--- config.mk ---
export PLATFORM = sky130hd
export DESIGN_NAME = alpha_smoothstep_remap_bbox
export DESIGN_NICKNAME = d
export VERILOG_FILES = /design/src/assrb_pkg.sv /design/src/assrb_table_build.sv /design/src/assrb_pixel_path.sv /design/src/alpha_smoothstep_remap_bbox.sv
export SDC_FILE = /design/constraint.sdc
export NUM_CORES = 2
export LEC_CHECK = 0
export ABC_AREA = 1
export BUFFER_PORTS_ARGS = -buffer_cell sky130_fd_sc_hd__buf_2
export CAP_MARGIN = 20
export CELL_PAD_IN_SITES_DETAIL_PLACEMENT = 1
export CELL_PAD_IN_SITES_GLOBAL_PLACEMENT = 2
export CORE_MARGIN = 2
export CORE_UTILIZATION = 45
export CTS_CLUSTER_SIZE = 10
export DETAILED_ROUTE_END_ITERATION = 10
export PLACE_DENSITY = 0.94
export SLEW_MARGIN = 25
export SYNTH_ARGS = -nofsm -noshare
export SYNTH_HDL_FRONTEND = slang
export SYNTH_SLANG_ARGS = --single-unit
--- constraint.sdc ---
create_clock -name clock -period 13.44 [get_ports clock]
set_input_delay 1.344 -clock clock [delete_from_list [all_inputs] [get_ports clock]]
set_output_delay 1.344 -clock clock [all_outputs]
set_load 0.01 [all_outputs]
--- src/assrb_pkg.sv ---
package assrb_pkg;

   localparam int MAX_DIM       = 4096;
   localparam int TABLE_ENTRIES = 256;
   localparam int CNT_W         = $clog2(MAX_DIM);
   localparam int DIM_W         = CNT_W + 1;
   localparam int PIX_W         = $clog2(TABLE_ENTRIES);
   localparam int CH_W          = 3;
   localparam int STATUS_W      = 2;
   localparam int REG_IDX_W     = 3;
   localparam int CSR_ADDR_W    = REG_IDX_W + 2;
   localparam int CSR_DATA_W    = 32;

   localparam logic [REG_IDX_W-1:0] REG_LOW_THRESHOLD  = 3'd0;
   localparam logic [REG_IDX_W-1:0] REG_HIGH_THRESHOLD = 3'd1;
   localparam logic [REG_IDX_W-1:0] REG_IMAGE_WIDTH    = 3'd2;
   localparam logic [REG_IDX_W-1:0] REG_IMAGE_HEIGHT   = 3'd3;
   localparam logic [REG_IDX_W-1:0] REG_CHANNEL_COUNT  = 3'd4;
   localparam logic [REG_IDX_W-1:0] REG_ADJUST_ENABLE  = 3'd5;
   localparam logic [REG_IDX_W-1:0] REG_RECT_ENABLE    = 3'd6;

   localparam logic [STATUS_W-1:0] STATUS_OK           = 2'd0;
   localparam logic [STATUS_W-1:0] STATUS_BAD_CHANNELS = 2'd1;
   localparam logic [STATUS_W-1:0] STATUS_DISABLED     = 2'd2;
   localparam logic [STATUS_W-1:0] STATUS_EMPTY_BOX    = 2'd3;

   localparam logic [CH_W-1:0] CH_ONE   = 3'd1;
   localparam logic [CH_W-1:0] CH_THREE = 3'd3;
   localparam logic [CH_W-1:0] CH_FOUR  = 3'd4;

   localparam logic [PIX_W-1:0] RST_LOW_THRESHOLD  = 8'd60;
   localparam logic [PIX_W-1:0] RST_HIGH_THRESHOLD = 8'd220;
   localparam logic [DIM_W-1:0] RST_IMAGE_DIM      = DIM_W'(1);
   localparam logic [CH_W-1:0]  RST_CHANNEL_COUNT  = CH_FOUR;

   typedef struct packed {
      logic [PIX_W-1:0] alpha_in;
      logic [PIX_W-1:0] fourth_channel;
   } req_type;

   typedef struct packed {
      logic [PIX_W-1:0]    mapped_value;
      logic [PIX_W-1:0]    channel3_out;
      logic [CNT_W-1:0]    rect_x;
      logic [CNT_W-1:0]    rect_y;
      logic [DIM_W-1:0]    rect_w;
      logic [DIM_W-1:0]    rect_h;
      logic [STATUS_W-1:0] status;
      logic                frame_last;
   } rsp_type;

   typedef struct packed {
      logic [PIX_W-1:0] low_threshold;
      logic [PIX_W-1:0] high_threshold;
      logic [DIM_W-1:0] image_width;
      logic [DIM_W-1:0] image_height;
      logic [CH_W-1:0]  channel_count;
      logic             adjust_enable;
      logic             rect_enable;
   } cfg_type;

   typedef struct packed {
      logic             en;
      logic [PIX_W-1:0] addr;
      logic [PIX_W-1:0] data;
   } tbl_wr_type;

   // Zero acts as one, anything past the maximum acts as the maximum.
   function automatic logic [DIM_W-1:0] clamp_dim(input logic [DIM_W-1:0] v);
      logic [DIM_W-1:0] r;
      if (v == '0) begin
         r = DIM_W'(1);
      end else if (v > DIM_W'(MAX_DIM)) begin
         r = DIM_W'(MAX_DIM);
      end else begin
         r = v;
      end
      return r;
   endfunction

endpackage

--- src/assrb_table_build.sv ---
module assrb_table_build (
   input  logic                 clock,
   input  logic                 reset,
   input  assrb_pkg::cfg_type   cfg,
   input  logic                 start,
   output assrb_pkg::tbl_wr_type tbl_wr,
   output logic                 busy
);
   import assrb_pkg::*;

   localparam logic [2:0] ST_IDLE   = 3'd0;
   localparam logic [2:0] ST_SQUARE = 3'd1;
   localparam logic [2:0] ST_CUBE   = 3'd2;
   localparam logic [2:0] ST_SCALE  = 3'd3;
   localparam logic [2:0] ST_DIVIDE = 3'd4;
   localparam logic [2:0] ST_WRITE  = 3'd5;

   localparam int SQ_W   = 2 * PIX_W;
   localparam int SUB_W  = PIX_W + 2;
   localparam int P1_W   = SQ_W + SUB_W;
   localparam int CUBE_W = 3 * PIX_W;
   localparam int NUM_W  = P1_W + PIX_W;
   localparam int DSH_W  = CUBE_W + PIX_W;
   localparam int Q_W    = PIX_W + 1;
   localparam int DC_W   = $clog2(PIX_W + 1);

   logic [2:0]       state_ff, state_in;
   logic [PIX_W-1:0] idx_ff, idx_in;
   logic [DC_W-1:0]  div_cnt_ff, div_cnt_in;

   logic [SQ_W-1:0]   nn_ff, dd_ff;
   logic [SUB_W-1:0]  sub_ff;
   logic [PIX_W-1:0]  d_ff;
   logic              in_range_ff, below_ff;
   logic [P1_W-1:0]   p1_ff;
   logic [CUBE_W-1:0] ddd_ff;
   logic [NUM_W-1:0]  rem_ff;
   logic [DSH_W-1:0]  dsh_ff;
   logic [Q_W-1:0]    q_ff;

   logic [PIX_W-1:0] n, d;
   logic [SUB_W-1:0] d3, n2;
   logic             fits;

   assign n    = idx_ff - cfg.low_threshold;
   assign d    = cfg.high_threshold - cfg.low_threshold;
   assign d3   = {2'b00, d} + {1'b0, d, 1'b0};
   assign n2   = {1'b0, n, 1'b0};
   assign fits = rem_ff >= {{(NUM_W-DSH_W){1'b0}}, dsh_ff};

   always_comb begin
      state_in   = state_ff;
      idx_in     = idx_ff;
      div_cnt_in = div_cnt_ff;
      case (state_ff)
         ST_IDLE:   state_in = ST_IDLE;
         ST_SQUARE: state_in = ST_CUBE;
         ST_CUBE:   state_in = ST_SCALE;
         ST_SCALE: begin
            state_in   = ST_DIVIDE;
            div_cnt_in = DC_W'(PIX_W);
         end
         ST_DIVIDE: begin
            if (div_cnt_ff == '0) begin
               state_in = ST_WRITE;
            end else begin
               div_cnt_in = div_cnt_ff - DC_W'(1);
            end
         end
         ST_WRITE: begin
            idx_in   = idx_ff + PIX_W'(1);
            state_in = (idx_ff == PIX_W'(TABLE_ENTRIES - 1)) ? ST_IDLE : ST_SQUARE;
         end
         default:   state_in = ST_IDLE;
      endcase
      // a threshold write restarts the sweep from the first entry
      if (start) begin
         state_in = ST_SQUARE;
         idx_in   = '0;
      end
   end

   always_ff @(posedge clock) begin
      if (reset) begin
         state_ff   <= ST_SQUARE;
         idx_ff     <= '0;
         div_cnt_ff <= '0;
      end else begin
         state_ff   <= state_in;
         idx_ff     <= idx_in;
         div_cnt_ff <= div_cnt_in;
      end
   end

   always_ff @(posedge clock) begin
      case (state_ff)
         ST_SQUARE: begin
            nn_ff       <= {{PIX_W{1'b0}}, n} * {{PIX_W{1'b0}}, n};
            dd_ff       <= {{PIX_W{1'b0}}, d} * {{PIX_W{1'b0}}, d};
            sub_ff      <= d3 - n2;
            d_ff        <= d;
            in_range_ff <= (idx_ff > cfg.low_threshold) && (idx_ff < cfg.high_threshold);
            below_ff    <= idx_ff <= cfg.low_threshold;
         end
         ST_CUBE: begin
            p1_ff  <= {{SUB_W{1'b0}}, nn_ff} * {{SQ_W{1'b0}}, sub_ff};
            ddd_ff <= {{PIX_W{1'b0}}, dd_ff} * {{SQ_W{1'b0}}, d_ff};
         end
         ST_SCALE: begin
            // times 255 as a shift and subtract
            rem_ff <= {p1_ff, {PIX_W{1'b0}}} - {{PIX_W{1'b0}}, p1_ff};
            dsh_ff <= {ddd_ff, {PIX_W{1'b0}}};
            q_ff   <= '0;
         end
         ST_DIVIDE: begin
            if (fits) begin
               rem_ff <= rem_ff - {{(NUM_W-DSH_W){1'b0}}, dsh_ff};
            end
            q_ff   <= {q_ff[Q_W-2:0], fits};
            dsh_ff <= dsh_ff >> 1;
         end
         default: ;
      endcase
   end

   always_comb begin
      tbl_wr.en   = state_ff == ST_WRITE;
      tbl_wr.addr = idx_ff;
      if (!in_range_ff) begin
         tbl_wr.data = below_ff ? '0 : '1;
      end else if (q_ff[Q_W-1]) begin
         tbl_wr.data = '1;
      end else begin
         tbl_wr.data = q_ff[PIX_W-1:0];
      end
   end

   assign busy = state_ff != ST_IDLE;

endmodule

--- src/assrb_pixel_path.sv ---
module assrb_pixel_path (
   input  logic                  clock,
   input  logic                  reset,
   input  assrb_pkg::cfg_type    cfg,
   input  logic                  frame_restart,
   input  assrb_pkg::tbl_wr_type tbl_wr,
   input  logic                  table_busy,
   input  logic                  req_valid,
   output logic                  req_stall,
   input  assrb_pkg::req_type    req_payload,
   output logic                  rsp_valid,
   input  logic                  rsp_stall,
   output assrb_pkg::rsp_type    rsp_payload
);
   import assrb_pkg::*;

   logic [PIX_W-1:0] map_mem [TABLE_ENTRIES];

   logic             s1_valid_ff, s1_valid_in;
   logic             rsp_valid_ff, rsp_valid_in;
   req_type          s1_item_ff;
   logic [PIX_W-1:0] lut_ff;
   rsp_type          rsp_ff, rsp_in;

   logic [CNT_W-1:0] col_ff, col_in, row_ff, row_in;
   logic [DIM_W-1:0] min_x_ff, min_x_in, min_y_ff, min_y_in;
   logic [CNT_W-1:0] max_x_ff, max_x_in, max_y_ff, max_y_in;

   logic out_free, s1_adv, accept;

   logic [DIM_W-1:0] w, h, x_ext, y_ext, x_inc, y_inc;
   logic [DIM_W-1:0] min_x_cur, min_y_cur;
   logic [CNT_W-1:0] max_x_cur, max_y_cur;
   logic             last_col, last_row, last, frame_start;
   logic             chan_ok, any_en, ok_path, hit, empty, show_box;
   logic [PIX_W-1:0] v;

   assign out_free  = !rsp_valid_ff || !rsp_stall;
   assign s1_adv    = s1_valid_ff && out_free;
   assign req_stall = table_busy || (s1_valid_ff && !out_free);
   assign accept    = req_valid && !req_stall;

   assign s1_valid_in  = accept || (s1_valid_ff && !s1_adv);
   assign rsp_valid_in = s1_adv || (rsp_valid_ff && rsp_stall);

   always_ff @(posedge clock) begin
      if (tbl_wr.en) begin
         map_mem[tbl_wr.addr] <= tbl_wr.data;
      end
   end

   always_ff @(posedge clock) begin
      if (accept) begin
         lut_ff     <= map_mem[req_payload.alpha_in];
         s1_item_ff <= req_payload;
      end
      if (s1_adv) begin
         rsp_ff <= rsp_in;
      end
   end

   always_comb begin
      w         = clamp_dim(cfg.image_width);
      h         = clamp_dim(cfg.image_height);
      x_ext     = {1'b0, col_ff};
      y_ext     = {1'b0, row_ff};
      x_inc     = x_ext + DIM_W'(1);
      y_inc     = y_ext + DIM_W'(1);
      last_col  = x_inc >= w;
      last_row  = y_inc >= h;
      last      = last_col && last_row;

      // first pixel of a frame reloads the box
      frame_start = (col_ff == '0) && (row_ff == '0);
      min_x_cur   = frame_start ? w  : min_x_ff;
      min_y_cur   = frame_start ? h  : min_y_ff;
      max_x_cur   = frame_start ? '0 : max_x_ff;
      max_y_cur   = frame_start ? '0 : max_y_ff;

      chan_ok = cfg.channel_count inside {CH_ONE, CH_THREE, CH_FOUR};
      any_en  = cfg.adjust_enable || cfg.rect_enable;
      ok_path = chan_ok && any_en;
      v       = cfg.adjust_enable ? lut_ff : s1_item_ff.alpha_in;
      hit     = ok_path && cfg.rect_enable && (v != '0);

      min_x_in = (hit && (x_ext < min_x_cur)) ? x_ext : min_x_cur;
      min_y_in = (hit && (y_ext < min_y_cur)) ? y_ext : min_y_cur;
      max_x_in = (hit && (col_ff > max_x_cur)) ? col_ff : max_x_cur;
      max_y_in = (hit && (row_ff > max_y_cur)) ? row_ff : max_y_cur;

      empty    = ({1'b0, max_x_in} <= min_x_in) || ({1'b0, max_y_in} <= min_y_in);
      show_box = ok_path && last && cfg.rect_enable && !empty;

      col_in = last_col ? '0 : x_inc[CNT_W-1:0];
      if (!last_col) begin
         row_in = row_ff;
      end else if (last_row) begin
         row_in = '0;
      end else begin
         row_in = y_inc[CNT_W-1:0];
      end

      if (!chan_ok) begin
         rsp_in.status = STATUS_BAD_CHANNELS;
      end else if (!any_en) begin
         rsp_in.status = STATUS_DISABLED;
      end else if (last && cfg.rect_enable && empty) begin
         rsp_in.status = STATUS_EMPTY_BOX;
      end else begin
         rsp_in.status = STATUS_OK;
      end
      rsp_in.mapped_value = (ok_path && cfg.adjust_enable) ? lut_ff : '0;
      rsp_in.channel3_out = (ok_path && cfg.adjust_enable && (cfg.channel_count == CH_FOUR))
                            ? s1_item_ff.fourth_channel : '0;
      rsp_in.rect_x       = show_box ? min_x_in[CNT_W-1:0] : '0;
      rsp_in.rect_y       = show_box ? min_y_in[CNT_W-1:0] : '0;
      rsp_in.rect_w       = show_box ? ({1'b0, max_x_in} - min_x_in + DIM_W'(1)) : '0;
      rsp_in.rect_h       = show_box ? ({1'b0, max_y_in} - min_y_in + DIM_W'(1)) : '0;
      rsp_in.frame_last   = last;
   end

   always_ff @(posedge clock) begin
      if (reset) begin
         s1_valid_ff  <= 1'b0;
         rsp_valid_ff <= 1'b0;
         col_ff       <= '0;
         row_ff       <= '0;
         min_x_ff     <= RST_IMAGE_DIM;
         min_y_ff     <= RST_IMAGE_DIM;
         max_x_ff     <= '0;
         max_y_ff     <= '0;
      end else begin
         s1_valid_ff  <= s1_valid_in;
         rsp_valid_ff <= rsp_valid_in;
         if (frame_restart) begin
            col_ff <= '0;
            row_ff <= '0;
         end else if (s1_adv) begin
            col_ff <= col_in;
            row_ff <= row_in;
         end
         if (s1_adv) begin
            min_x_ff <= min_x_in;
            min_y_ff <= min_y_in;
            max_x_ff <= max_x_in;
            max_y_ff <= max_y_in;
         end
      end
   end

   assign rsp_valid   = rsp_valid_ff;
   assign rsp_payload = rsp_ff;

endmodule

--- src/alpha_smoothstep_remap_bbox.sv ---
// Pipeline: an accepted item is held in the input register with its table read, then
// moves into the result register once that register is free of a stalled item.
// Throughput: one item per cycle while neither a table rebuild nor rsp_stall holds it.
// Table rebuild: 256 entries, each through the square, cube, scale, divide and write
// states, after reset and after each threshold write; req_stall stays high meanwhile.
// Reset (synchronous, active high) loads register defaults, empties the pipeline
// and zeroes the pixel counters; the table rebuild starts as reset drops.
module alpha_smoothstep_remap_bbox (
   input  logic                                clock,
   input  logic                                reset,
   input  logic                                req_valid,
   output logic                                req_stall,
   input  assrb_pkg::req_type                  req_payload,
   output logic                                rsp_valid,
   input  logic                                rsp_stall,
   output assrb_pkg::rsp_type                  rsp_payload,
   input  logic                                psel,
   input  logic                                penable,
   input  logic                                pwrite,
   input  logic [assrb_pkg::CSR_ADDR_W-1:0]    paddr,
   input  logic [assrb_pkg::CSR_DATA_W-1:0]    pwdata,
   output logic [assrb_pkg::CSR_DATA_W-1:0]    prdata,
   output logic                                pready
);
   import assrb_pkg::*;

   cfg_type              cfg_ff, cfg_in;
   logic [REG_IDX_W-1:0] reg_idx;
   logic                 csr_write;
   logic                 table_start;
   logic                 frame_restart;
   tbl_wr_type           tbl_wr;
   logic                 table_busy;

   // Register file: byte address four times the register index.
   assign pready    = 1'b1;
   assign reg_idx   = paddr[CSR_ADDR_W-1:2];
   assign csr_write = psel && penable && pwrite && pready;

   // Threshold writes retrigger the table sweep; dimension writes restart the frame.
   assign table_start   = csr_write && ((reg_idx == REG_LOW_THRESHOLD) ||
                                        (reg_idx == REG_HIGH_THRESHOLD));
   assign frame_restart = csr_write && ((reg_idx == REG_IMAGE_WIDTH) ||
                                        (reg_idx == REG_IMAGE_HEIGHT));

   always_comb begin
      cfg_in = cfg_ff;
      if (csr_write) begin
         case (reg_idx)
            REG_LOW_THRESHOLD:  cfg_in.low_threshold  = pwdata[PIX_W-1:0];
            REG_HIGH_THRESHOLD: cfg_in.high_threshold = pwdata[PIX_W-1:0];
            REG_IMAGE_WIDTH:    cfg_in.image_width    = pwdata[DIM_W-1:0];
            REG_IMAGE_HEIGHT:   cfg_in.image_height   = pwdata[DIM_W-1:0];
            REG_CHANNEL_COUNT:  cfg_in.channel_count  = pwdata[CH_W-1:0];
            REG_ADJUST_ENABLE:  cfg_in.adjust_enable  = pwdata[0];
            REG_RECT_ENABLE:    cfg_in.rect_enable    = pwdata[0];
            default:            cfg_in = cfg_ff;
         endcase
      end
   end

   always_ff @(posedge clock) begin
      if (reset) begin
         cfg_ff.low_threshold  <= RST_LOW_THRESHOLD;
         cfg_ff.high_threshold <= RST_HIGH_THRESHOLD;
         cfg_ff.image_width    <= RST_IMAGE_DIM;
         cfg_ff.image_height   <= RST_IMAGE_DIM;
         cfg_ff.channel_count  <= RST_CHANNEL_COUNT;
         cfg_ff.adjust_enable  <= 1'b1;
         cfg_ff.rect_enable    <= 1'b1;
      end else begin
         cfg_ff <= cfg_in;
      end
   end

   // Readback, zero extended.
   always_comb begin
      case (reg_idx)
         REG_LOW_THRESHOLD:  prdata = CSR_DATA_W'(cfg_ff.low_threshold);
         REG_HIGH_THRESHOLD: prdata = CSR_DATA_W'(cfg_ff.high_threshold);
         REG_IMAGE_WIDTH:    prdata = CSR_DATA_W'(cfg_ff.image_width);
         REG_IMAGE_HEIGHT:   prdata = CSR_DATA_W'(cfg_ff.image_height);
         REG_CHANNEL_COUNT:  prdata = CSR_DATA_W'(cfg_ff.channel_count);
         REG_ADJUST_ENABLE:  prdata = CSR_DATA_W'(cfg_ff.adjust_enable);
         REG_RECT_ENABLE:    prdata = CSR_DATA_W'(cfg_ff.rect_enable);
         default:            prdata = '0;
      endcase
   end

   // Smoothstep table: one entry at a time through a multiply chain and a
   // restoring divider, written into the lookup memory of the pixel path.
   assrb_table_build u_table_build (
      .clock  (clock),
      .reset  (reset),
      .cfg    (cfg_ff),
      .start  (table_start),
      .tbl_wr (tbl_wr),
      .busy   (table_busy)
   );

   // Pixel path: table read with the input register, then box tracking,
   // status and frame counters ahead of the result register.
   assrb_pixel_path u_pixel_path (
      .clock         (clock),
      .reset         (reset),
      .cfg           (cfg_ff),
      .frame_restart (frame_restart),
      .tbl_wr        (tbl_wr),
      .table_busy    (table_busy),
      .req_valid     (req_valid),
      .req_stall     (req_stall),
      .req_payload   (req_payload),
      .rsp_valid     (rsp_valid),
      .rsp_stall     (rsp_stall),
      .rsp_payload   (rsp_payload)
   );

endmodule

# Word level (Yosys, flattened, before mapping)
# Memory sizes are Yosys's and may differ from the RTL's. A register that Yosys moved wholly into a read port is not among the register bits.
# Index checks and enable logic that the tools add are counted.
[totals]
regBits = 400
output_inout_bits = 104
memories = 1
wordCells = 184
ram_bits = 2048
[op_classes]
n_reduce_logical = 62
muxes = 32
add_sub_neg = 14
multipliers = 4
n_eq_ne = 18
order_cmp = 14
[mem_list]
columns = ["memory", "depth", "width", "rd", "rd_ports_with_merged_regs", "wr", "line", "source"]
rows = [
  ["u_pixel_path.map_mem", 256, 8, 1, 1, 1, "assrb_pixel_path.sv:17", "logic [PIX_W-1:0] map_mem [TABLE_ENTRIES];"],
]
[ops]
columns = ["operator", "n"]
rows = [
  ["$mux W13", 8],
  ["$pmux W13 S7", 1],
  ["$mux W12", 6],
  ["$pmux W34 S2", 1],
  ["$pmux W32 S2", 1],
  ["$ge A34 B32 Y1", 1],
  ["$mux W34", 1],
  ["$sub A34 B26 Y34", 1],
  ["$sub A34 B32 Y34", 1],
  ["$mul A8 B8 Y16", 2],
  ["$mux W8", 4],
  ["$add A12 B1 Y13 const B", 2],
  ["$add A13 B1 Y13 const B", 2],
  ["$ge A13 B13 Y1", 2],
  ["$gt A13 B13 Y1 const B", 2],
  ["$le A12 B13 Y1", 2],
  ["$logic_and A1 B1 Y1", 26],
  ["$logic_not A13 Y1", 2],
  ["$lt A12 B13 Y1", 2],
  ["$mul A16 B10 Y26", 1],
  ["$sub A12 B13 Y13", 2],
  ["$gt A12 B12 Y1", 2],
  ["$logic_not A12 Y1", 2],
  ["$mul A16 B8 Y24", 1],
  ["30 further kinds", 69],
]

# Longest topological paths before layout
[logic_depth]
depth_word = 12
mapped_depth = 42

# Hierarchy
# Synthesis repeated with hierarchy kept, for this count alone.
[hier_totals]
hier_cells = 11280
area_unflattened_um2 = 119618.5
[modules_own_cells]
columns = ["mod", "seq_area_each_um2", "cells_per_inst", "area_per_inst_um2", "n_inst"]
rows = [
  ["assrb_pixel_path", 65813.1, 7702, 92314.8, 1],
  ["assrb_table_build", 5495.3, 3176, 24479.7, 1],
  ["alpha_smoothstep_remap_bbox", 940.9, 402, 2824.0, 1],
]

# Worst setup path before layout
# Ideal clock, no wire load.
[synth_path]
kind = "flip-flop to flip-flop"
start = "register cfg_ff[31] in the netlist's numbering"
end = "register u_table_build.dd_ff[15], data pin"
required_time_ns = 13.181
path_stages_with_launch = 29
period_less_slack_ns = 5.742
setup_time_ns = 0.259
t_arrival_ns = 5.483
slack_ns = 7.698
path_cell_list = "dfxtp_1 inv_1 ha_1 inv_1 fa_1 a21o_1 a21oi_1 or2_2 nand2_1 a21oi_1 xor2_1 nor2_1 fa_1 inv_1 fa_1 fa_1 fa_1 inv_1 ha_1 a21oi_1 o21ai_0 a21oi_1 nor2_1 nor2_1 inv_1 a21oi_1 o21ai_0 a21oi_1 xnor2_1"
[synth_between]
elab_chain_len = 2
[synth_rtl]
columns = ["item", "line", "source"]
rows = [
  ["start: declaration", "alpha_smoothstep_remap_bbox.sv:27", "cfg_type cfg_ff, cfg_in;"],
  ["start signal: assignment", "alpha_smoothstep_remap_bbox.sv:72", "cfg_ff <= cfg_in;"],
  ["$sub A8 B8 Y8", "assrb_table_build.sv:46", "assign d = cfg.high_threshold - cfg.low_threshold;"],
  ["$mul A8 B8 Y16", "assrb_table_build.sv:99", "dd_ff <= {{PIX_W{1'b0}}, d} * {{PIX_W{1'b0}}, d};"],
  ["end signal: assignment", "assrb_table_build.sv:99", ""],
  ["end: declaration", "assrb_table_build.sv:31", "logic [SQ_W-1:0] nn_ff, dd_ff;"],
]
# Every way passes these cells.
# A chain may end at the register's enable or synchronous reset.

# Final worst setup path
[layout_path]
start = "register u_pixel_path.col_ff[0]"
end = "register u_pixel_path.rsp_ff, in the netlist u_pixel_path.rsp_payload[27], data pin"
[layout_between]
elab_chain_len = 10
elab_cells_between_ends = 30
cone_classes = "3 x add/sub; 7 x order compare; 8 x mux; 12 x reduce/logical"
[layout_rtl]
columns = ["item", "line", "source"]
rows = [
  ["start: declaration", "assrb_pixel_path.sv:25", "logic [CNT_W-1:0] col_ff, col_in, row_ff, row_in;"],
  ["start signal: assignment", "assrb_pixel_path.sv:139", "col_ff <= col_in;"],
  ["$logic_not A12 Y1", "assrb_pixel_path.sv:74", "frame_start = (col_ff == '0) && (row_ff == '0);"],
  ["$logic_and A1 B1 Y1", "assrb_pixel_path.sv:74", ""],
  ["$mux W12", "assrb_pixel_path.sv:77", "max_x_cur = frame_start ? '0 : max_x_ff;"],
  ["$gt A12 B12 Y1", "assrb_pixel_path.sv:88", "max_x_in = (hit && (col_ff > max_x_cur)) ? col_ff : max_x_cur;"],
  ["$logic_and A1 B1 Y1", "assrb_pixel_path.sv:88", ""],
  ["$mux W12 (*)", "assrb_pixel_path.sv:88", ""],
  ["named net u_pixel_path.max_x_in[1]", "assrb_pixel_path.sv:27", "logic [CNT_W-1:0] max_x_ff, max_x_in, max_y_ff, max_y_in;"],
  ["branches (longest 4 deep; another with $sub A12 B13 Y13)", "n/a", ""],
  ["end signal: assignment", "assrb_pixel_path.sv:58", "rsp_ff <= rsp_in;"],
  ["end: declaration", "assrb_pixel_path.sv:23", "rsp_type rsp_ff, rsp_in;"],
]
# Mark *: on every way through the listed nets, which the timed path passes.

==> impl_metrics.py <==
metrics = {
    "critical_path": {
        "path_buf_inv": 7,
        "path_max_fanout": 24,
        "cp_common_cell": "nand2_1",
        "startpoint": "u_pixel_path.col_ff[0]$_SDFFE_PP0P_",
        "crit_family": "simple AND/OR/NAND/NOR gates",
        "cp-end-kind": "flop",
        "crit_slowest_cell": "nand3_1",
        "required_ns": 14.18,
        "start_kind": "flop",
        "crit_type": "reg2reg",
        "cpPeakStageDelay_ns": 0.63,
        "cp.arrival_ns": 7.96,
        "rr_startpoint": "u_pixel_path.col_ff[0]$_SDFFE_PP0P_",
        "rrSetupSlack_ns": 6.22,
    },
    "sta": {
        "tightestPinTransition_ns": 1.15,
        "period_share_pct": 53.7,
        "setup_viol": 0,
        "skew_ns": 0.0834,
        "setup_tns_ns": 0,
        "final_hold_viol_count": 0,
        "drv_slew": 0,
        "fmaxAchievable_ghz": 0.139,
        "slew_headroom_pct": 22.6,
        "period_needed_ns": 7.22,
        "grt_setup_unrepaired": "no",
    },
    "die": {
        "initial_utilization_pct": 45.3,
        "die_w_um": 512,
        "dieArea_mm2": 0.263,
        "core_area_mm2": 0.257,
        "dieHeight_um": 512,
        "pin_count": 164,
        "rows": 186,
    },
    "clock_tree": {
        "tritoncts_num_sinks": 2452,
        "numCtsBuffers": 305,
        "cts_tree": "yes",
        "cts.reportedPaths.clkPinSlew_ns": 0.06,
        "cts_root_buf": "clkbuf_16",
        "clock_latency_ns": 0.97,
        "ctsHoldBuffers": 0,
        "clockBufferDepth": 4,
        "h-tree-depth": 5,
        "cts-resized-gates": 0,
        "cts_setup_buffers": 0,
    },
    "min_path": {
        "min-delay-start": "u_pixel_path.min_y_ff[5]$_SDFFE_PP0P_",
        "hold_class": "reg2reg",
    },
    "job": {
        "max_cap_violations": 0,
    },
    "power_and_ir_drop": {
        "power_per_cell_area_mw_per_mm2": 190,
        "leakage_nw": 47.1,
        "ir_drop_v": 0.000352,
    },
    "final_layout": {
        "syn_to_final_growth_pct": 10.2,
        "fin_nets": 11200,
        "fin_cells": 14000,
        "drive_above_1_share_pct": 6.08,
        "post-route-util_pct": 49.9,
        "fillCellCount": 27100,
    },
    "routing": {
        "postRouteAntennaNets": 0,
        "avgRoutedWirePerCell_um": 25.6,
        "totalWireLength_mm": 358,
        "vias": 84300,
        "routed_via_density": 6.02,
        "drt-initial-drc-count": 9068,
        "dr.pass1.iters": 6,
        "drc": 0,
    },
    "global_routing": {
        "track_usage_pct": 26.7,
        "grt_pass1_vias": 88900,
        "antenna_found_initial": 11,
        "grt_use_met3_pct": 4.28,
        "grt_pass1_wl_mm": 540,
        "grtUsageMet1_pct": 34.7,
        "grt_use_met2_pct": 44.5,
        "top_usage_layer": "met2",
        "grt_max_degree": 221,
        "grt.overflow.total": 0,
    },
    "synthesis": {
        "ys_types": 62,
        "yosys_warnings": 0,
        "synth-main-ff-cell": "edfxtp_1",
        "async_reset_ff_share_pct": 0,
        "ys_seq_area_share_pct": 62.1,
        "syn_inst": 10600,
        "synth.avg_cell_area_um2": 11.0,
        "synth_edf_count": 2314,
        "ys_ff_latch": 2452,
        "syn-cell-area_mm2": 0.116,
    },
    "place": {
        "hpwl_mm": 223,
        "gp_congestion": 0.878,
        "port_buffers": 122,
        "place_inst": 13600,
    },
    "outcome": {
        "status": "finished, final reports clean",
    },
}
==> cell families (layout without fill, tap and decap cells) <==
logic type,after synthesis,after routing,synth area share (%)
buffers and inverters,1512,1520,5.06
AOI/OAI and AO/OA,2728,2728,12.9
other,2,35,0.00646
adders and majority gates,632,632,8.43
xor gates and xnor gates,151,151,1.14
DFF,2452,2452,62.1
and+or+nand+nor,3104,3104,10.3
==> sequential cells by signal, indices dropped and copies added (netlist names), 16 cells and up <==
name                      cells
u_table_build.dsh_ff         32
u_pixel_path.s1_item_ff      16
cfg_ff                       47
u_pixel_path.rsp_payload     69
u_table_build.rem_ff         34
u_table_build.ddd_ff         24
u_pixel_path.map_mem       2048
u_table_build.p1_ff          26
==> area by class of cell <==
class                           count  area (um2)  area share, %
Clock buffer                      376        8050           6.28
Sequential cell                  2452       72200           56.4
Inverter                          883        3340           2.60
Antenna cell                        7        17.5         0.0137
Tap cell                         3384        4230           3.30
Multi-Input combinational cell   6643       38400           30.0
Clock inverter                     29         264          0.206
Timing Repair Buffer              232        1600           1.25
==> worst paths after layout <==
path                                                      to  cells past startpoint
setup reg to reg  u_pixel_path.rsp_payload[27]$_SDFFCE_PN0P_                     37
hold / removal         u_pixel_path.min_y_ff[5]$_SDFFE_PP0P_                      2
hold reg to reg        u_pixel_path.min_y_ff[5]$_SDFFE_PP0P_                      2
setup / recovery  u_pixel_path.rsp_payload[27]$_SDFFCE_PN0P_                     37
==> synthesized netlist by cell type, types with 42 or more instances <==
library cell     n  area, um2
ha_1           380       4750
nor2_1        2063       7740
a21oi_1        301       1510
xor2_1         109        955
clkbuf_1       522       1960
buf_2           51        255
fa_1           252       5040
edfxtp_1      2314      69500
dfxtp_1        138       2760
nand3_1         80        400
o22ai_1        657       4110
nand2_1        850       3190
inv_1          874       3280
xnor2_1         42        368
o21ai_0       1576       7890
==> cells in the final DEF (no fill, tap or decap), drive strengths merged, types with 12 or more instances in the layout <==
master,count
dfxtp,138
clkbuf,377
nor2,2077
a31oi,12
clkinv,25
conb,28
a211oi,16
inv,884
o22ai,657
fa,252
nand2,854
a21boi,17
o211ai,38
ha,380
nand3,83
nor3,39
xnor2,42
a21oi,302
buf,231
edfxtp,2314
nand4,19
o21ai,1602
o32ai,34
xor2,109
==> power breakdown <==
part | switching, mW | total (mW) | internal, mW | leakage (nW)
Clock | 3.02 | 7.22 | 4.19 | 4.05
Sequential | 0.213 | 9.27 | 9.06 | 22.3
Combinational | 4.93 | 7.81 | 2.87 | 20.7
Total | 8.17 | 24.3 | 16.1 | 47.1
==> per-stage QoR <==
stage / setup slack, ns / total power, mW / hold slack [ns] / area (um2)
6_report: 6.22 / 24.3 / 0.498 / 128000
5_1_grt: 5.58 / 25.7 / 0.513 / 128000
4_1_cts: 6.21 / 24.4 / 0.491 / 128000
3_5_place_dp: 6.27 / 17.2 / 0.476 / 120000
3_3_place_gp: 6.43 / 16.9 / 0.456 / 120000
2_1_floorplan: 7.70 / 15.1 / 0.424 / 116000
==> worst reg2reg max path: cells and delay by family (launching register included) <==
family / cells / cell delay, ns
xor gates and xnor gates: 1 / 0.17
DFF: 1 / 0.47
AOI/OAI and AO/OA: 6 / 1.04
buffers and inverters: 7 / 0.84
and+or+nand+nor: 18 / 2.81
adders and majority gates: 5 / 1.67
==> layer usage <==
metal / wire length, um / vias to the layer above
met5: 97 / -
met4: 15500 / 14
met3: 28300 / 840
met2: 173000 / 3759
met1: 141000 / 42900
li1: - / 36800
(Power assumes the default switching activity.)
